<file path="config.mk">
export PLATFORM = sky130hd
export DESIGN_NAME = hbp_packer
export DESIGN_NICKNAME = d
export VERILOG_FILES = /design/src/design/hbp_pkg.sv /design/src/design/hbp_packer.sv
export SDC_FILE = /design/constraint.sdc
export NUM_CORES = 1
export LEC_CHECK = 0
export ABC_CLOCK_PERIOD_IN_PS = 5470
export CAP_MARGIN = 20
export CORE_UTILIZATION = 45
export DETAILED_ROUTE_END_ITERATION = 10
export DONT_BUFFER_PORTS = 1
export SYNTH_ARGS = -nofsm -noshare
export SYNTH_HDL_FRONTEND = slang
export SYNTH_SLANG_ARGS = --single-unit
export TNS_END_PERCENT = 100
</file>
<file path="constraint.sdc">
create_clock -name clk -period 5.47 [get_ports clk]
set_input_delay 1.094 -clock clk [delete_from_list [all_inputs] [get_ports clk]]
set_output_delay 1.094 -clock clk [all_outputs]
set_load 0.1 [all_outputs]
</file>
<file path="src/design/hbp_pkg.sv">
// Package for the Huffman bit packer: field widths, item mode codes,
// sequencer states and the control/status structs shared by the modules.
// No dependencies.
`default_nettype none

package hbp_pkg;

  localparam int ModeW   = 2;
  localparam int SymW    = 8;
  localparam int CodeW   = 32;
  localparam int LenW    = 6;
  localparam int ByteW   = 8;
  localparam int TotalW  = 32;
  // pending byte plus the longest code
  localparam int WorkW   = ByteW + CodeW;

  localparam logic [ModeW-1:0] MODE_LOAD   = 2'd0;
  localparam logic [ModeW-1:0] MODE_ENCODE = 2'd1;
  localparam logic [ModeW-1:0] MODE_FLUSH  = 2'd2;

  typedef enum logic [1:0] {
    ST_IDLE,
    ST_LOOKUP,
    ST_EMIT,
    ST_FLUSH
  } hbp_state_t;

  typedef struct packed {
    logic start;  // merge looked-up code with pending bits
    logic step;   // hand out the head byte
    logic clear;  // drop pending bits
  } hbp_pack_ctl_t;

  typedef struct packed {
    logic [ByteW-1:0] head;
    logic [2:0]       remaining;
    logic [ByteW-1:0] pending;
    logic [2:0]       pending_count;
  } hbp_pack_stat_t;

endpackage

`default_nettype wire

</file>
<file path="src/design/hbp_packer.sv">
// Bit packing datapath: pending partial byte plus a left-aligned work word
// that is handed out one byte per step. Depends on hbp_pkg.
`default_nettype none

module hbp_packer (
  input  wire logic                    clk,
  input  wire logic                    rst,
  input  wire hbp_pkg::hbp_pack_ctl_t  ctl,
  input  wire logic [hbp_pkg::CodeW-1:0] code,
  input  wire logic [hbp_pkg::LenW-1:0]  len,
  output hbp_pkg::hbp_pack_stat_t      stat
);
  import hbp_pkg::*;

  logic [ByteW-1:0] pending;
  logic [2:0]       pending_count;
  logic [WorkW-1:0] work;
  logic [2:0]       remaining;

  logic [CodeW-1:0] code_left;
  logic [WorkW-1:0] merged;
  logic [LenW-1:0]  total;

  // Pending bits are kept left-aligned, so a flush needs no padding shift.
  always_comb begin
    code_left = code << (LenW'(CodeW) - len);
    merged    = {pending, {CodeW{1'b0}}} | ({code_left, {ByteW{1'b0}}} >> pending_count);
    total     = LenW'(pending_count) + len;
  end

  always_ff @(posedge clk) begin
    if (rst) begin
      pending       <= '0;
      pending_count <= '0;
      remaining     <= '0;
    end else if (ctl.clear) begin
      pending       <= '0;
      pending_count <= '0;
    end else if (ctl.start) begin
      work          <= merged;
      remaining     <= total[5:3];
      pending       <= merged[WorkW-1 -: ByteW];
      pending_count <= total[2:0];
    end else if (ctl.step) begin
      work      <= work << ByteW;
      remaining <= remaining - 3'd1;
      // head after the shift; correct once the last full byte has left
      pending   <= work[WorkW-ByteW-1 -: ByteW];
    end
  end

  assign stat.head          = work[WorkW-1 -: ByteW];
  assign stat.remaining     = remaining;
  assign stat.pending       = pending;
  assign stat.pending_count = pending_count;

endmodule

`default_nettype wire

</file>
==> flow_metrics.py <==
metrics = {
    "status": {
        "status": "complete, no violations",
    },
    "cts": {
        "clk_path_buf_depth": 2,
        "post_cts_buffers": 0,
        "cts_buffers": 5,
        "htreeDepth": 2,
        "cts.sinks": 53,
        "postCtsHoldBufs": 0,
        "path_clk_slew_ns": 0.07,
        "root_buffer": "clkbuf_16",
        "insertion_delay_ns": 0.30,
        "cts_resized": 0,
        "cts_tree": "done",
    },
    "synth": {
        "synth_top_area_share_pct": 19.1,
        "synthCells": 658,
        "synth-seq-cells": 53,
        "synth_cell_types": 71,
        "synth_area_mm2": 0.00613,
        "async_flop_share_pct": 0,
        "seq_area_frac_synth_pct": 23.7,
        "yosysTopAreaCell": "edfxtp_1",
        "synth-edff-count": 39,
        "yosysWarningCount": 0,
        "synth.area.top_cells": "edfxtp_1 (19%), mux4_2 (13%), mux2i_1 (10%), mux2_2 (7.9%), dfxtp_1 (4.6%)",
        "syn-num-nets": 707,
        "synth_flop_cell": "edfxtp_1",
        "syn_area_per_cell_um2": 9.32,
    },
    "floorplanning": {
        "row_count": 42,
        "core_area_mm2": 0.0132,
        "die_w_um": 119,
        "die_h_um": 119,
        "dieArea_mm2": 0.0141,
        "ioPinCount": 65,
        "initial_core_util_pct": 46.3,
    },
    "placed_design": {
        "placed_cells": 782,
        "hpwl_mm": 13.4,
        "io_buffers": 0,
        "place_area_mm2": 0.00615,
        "gp_congestion": 0.961,
    },
    "power": {
        "switching_share_pct": 36.1,
        "intPower_uw": 920,
        "clock_power_share_pct": 26.4,
        "peakVddDrop_mv": 0.173,
        "power_frac_seq_pct": 36.5,
        "power.leakage_uw": 0.00232,
        "p_comb_share_pct": 37.1,
        "power_density_mw_per_mm2": 227,
        "p_sw_uw": 520,
    },
    "setup_path": {
        "start_kind": "input port",
        "path_delay_family": "multiplexers",
        "critPathSlowestCell": "ha_2",
        "cp_data_arrival_time_ns": 4.35,
        "critical_path_class": "input port to flop",
        "cpPeakStageDelay_ns": 0.61,
        "cp_max_fo": 20,
        "worstPathRequired_ns": 5.52,
        "r2r_setup_slack_ns": 3.06,
        "crit_chain": "inv_1 -> ha_2 -> buf_4 -> mux2_2 -> mux2i_1 -> mux2i_1 -> a22o_1 -> a211o_1 -> mux4_2 -> o21bai_1 -> a21oi_1",
        "critPathBufInv": 2,
        "crit_path_frequent_cell": "mux2i_1",
        "endpoint_kind": "flop",
    },
    "routing": {
        "drt_first_pass_iters": 5,
        "postRouteAntennaNets": 0,
        "vias": 5368,
        "wl_per_cell_um": 22.6,
        "routed_wl_mm": 17.9,
        "drtIter0Drc": 625,
        "vias_per_cell": 6.78,
        "drc": 0,
    },
    "sta": {
        "worst_slew_pin_slew_ns": 1.03,
        "setup_tns_ns": 0,
        "rsz0062_at_grt": "no",
        "fin_worst_skew_ns": 0.00647,
        "min_period_ns": 4.30,
        "fmax_mhz": 233,
        "final-max-slew-violation-count": 0,
        "slew_headroom_pct": 31.4,
        "fin_crit_sh_pct": 78.6,
        "setup_viol": 0,
        "hold_viol_final": 0,
    },
    "final_layout": {
        "antenna_cells": 0,
        "drive_gt1_share_pct": 20.5,
        "area.sequential_mm2": 0.00146,
        "final_cells": 792,
        "area_growth_pct": 3.67,
        "stdcell_area_mm2": 0.00636,
        "fin_util_pct": 48.0,
        "layout.nets": 664,
        "multi_input_comb_area_mm2": 0.00432,
        "n_fill_cell": 1284,
    },
    "worst_hold_path": {
        "min_path_type": "flop to flop",
    },
    "global_routing": {
        "grt_pass1_vias": 5168,
        "grt_max_degree": 48,
        "grtUsageTotal_pct": 25.6,
        "overflow": 0,
        "grt_first_pass_wirelength_mm": 28.6,
        "grt_antenna_before_repair": 0,
    },
    "run": {
        "cap_violations": 0,
    },
}
worst register-to-register path: stages (launching register included):
cell     delay [ns]
dfxtp_2        0.31
buf_4          0.48
inv_1          0.50
nand2_1        0.46
nor3_1         0.10
a211o_1        0.30
final timing paths:
| kind | start | end | cells past startpoint |
|---|---|---|---|
| min | work[9] | work[17] | 1 |
| min reg2reg | work[9] | work[17] | 1 |
| max reg2reg | pending_count[2] | work[16] | 5 |
| max | len[1] | work[32] | 11 |
cell families after synthesis:
group	synth area share, %
AO/OA/AOI/OAI	21.3
XOR/XNOR	1.00
adder cells (fa/ha/maj)	1.35
buffers and inverters	6.33
AND/OR/NAND/NOR	14.5
flip-flops	23.7
multiplexers	31.8
cell usage in the layout, fill, tap and decap left out, types with 7 or more instances in the layout:
master	netlist	routed
nor2_1	66	65
o32ai_1	7	7
mux4_2	35	35
a22oi_1	11	11
dfxtp_1	14	11
a21oi_1	34	34
a21o_1	7	7
buf_4	13	14
inv_1	11	11
mux2_2	43	43
o31ai_1	10	10
o221ai_1	11	11
mux2i_1	64	64
nand2_1	50	50
nor3_1	16	16
a211oi_1	9	9
o211ai_1	15	15
o21ai_0	27	27
nand3_1	13	13
o22ai_1	7	7
and3_1	7	7
edfxtp_1	39	39
per-stage QoR:
stage / power [µW] / setup WS, ns / hold slack, ns
4_1_cts: 1430 / 1.21 / 0.534
5_1_grt: 1500 / 0.984 / 0.559
2_1_floorplan: 960 / 0.824 / 0.497
3_5_place_dp: 1060 / 0.901 / 0.509
3_3_place_gp: 1050 / 0.939 / 0.516
6_report: 1440 / 1.17 / 0.536
final cells by class:
class                   instances  share of cell area, %
clock inverters                 2                  0.571
clock buffers                   6                   2.18
repair buffers                 16                   2.20
well taps                     176                   3.46
inverters                      13                  0.768
multi-input cells             526                   67.9
flip-flops and latches         53                   22.9
metal layers:
| metal | vias up | share of wire (%) | global-route usage, % |
|---|---|---|---|
| met1 | 2636 | 43 | 35.0 |
| met5 | - | 0 | 0 |
| met4 | 0 | 1.3 | 5.30 |
| met2 | 232 | 48 | 41.9 |
| li1 | 2477 | - | - |
| met3 | 23 | 7.2 | 5.12 |
synth_stat cells (3+ instances only):
master and n:
a221o_1 3, a311oi_1 3, a21o_1 7, o221ai_1 11
o211ai_1 15, a211o_1 5, or2_2 5, xnor2_1 5
nand3_1 13, a221oi_1 4, nand2b_1 4, buf_2 16
a22o_1 5, a211oi_1 9, nand2_1 50, buf_1 5
nor2b_1 4, a22oi_1 11, o32ai_1 7, o21a_1 6
mux2_2 43, ha_1 5, dfxtp_1 14, o21ai_0 27
mux2i_1 64, a21oi_1 34, mux4_2 35, o22ai_1 7
inv_1 11, nor2_1 66, clkbuf_1 29, nor3_1 16
edfxtp_1 39, and3_1 7, o31ai_1 10, buf_6 3
buf_4 13
power groups by stage:
| stage | Sequential, µW | Combinational [µW] | Clock [µW] |
|---|---|---|---|
| 5_1_grt | 528 | 573 | 398 |
| 6_report | 526 | 534 | 380 |
| 3_5_place_dp | 536 | 522 | 0 |
| 2_1_floorplan | 516 | 444 | 0 |
| 4_1_cts | 527 | 524 | 381 |
| 3_3_place_gp | 534 | 519 | 0 |
state kept, by name, indices dropped and copies added (netlist names):
| register | cells |
|---|---|
| work | 39 |
| pending | 8 |
| pending_count | 3 |
| remaining | 3 |
Note: power is estimated with default switching activity, not from simulation.
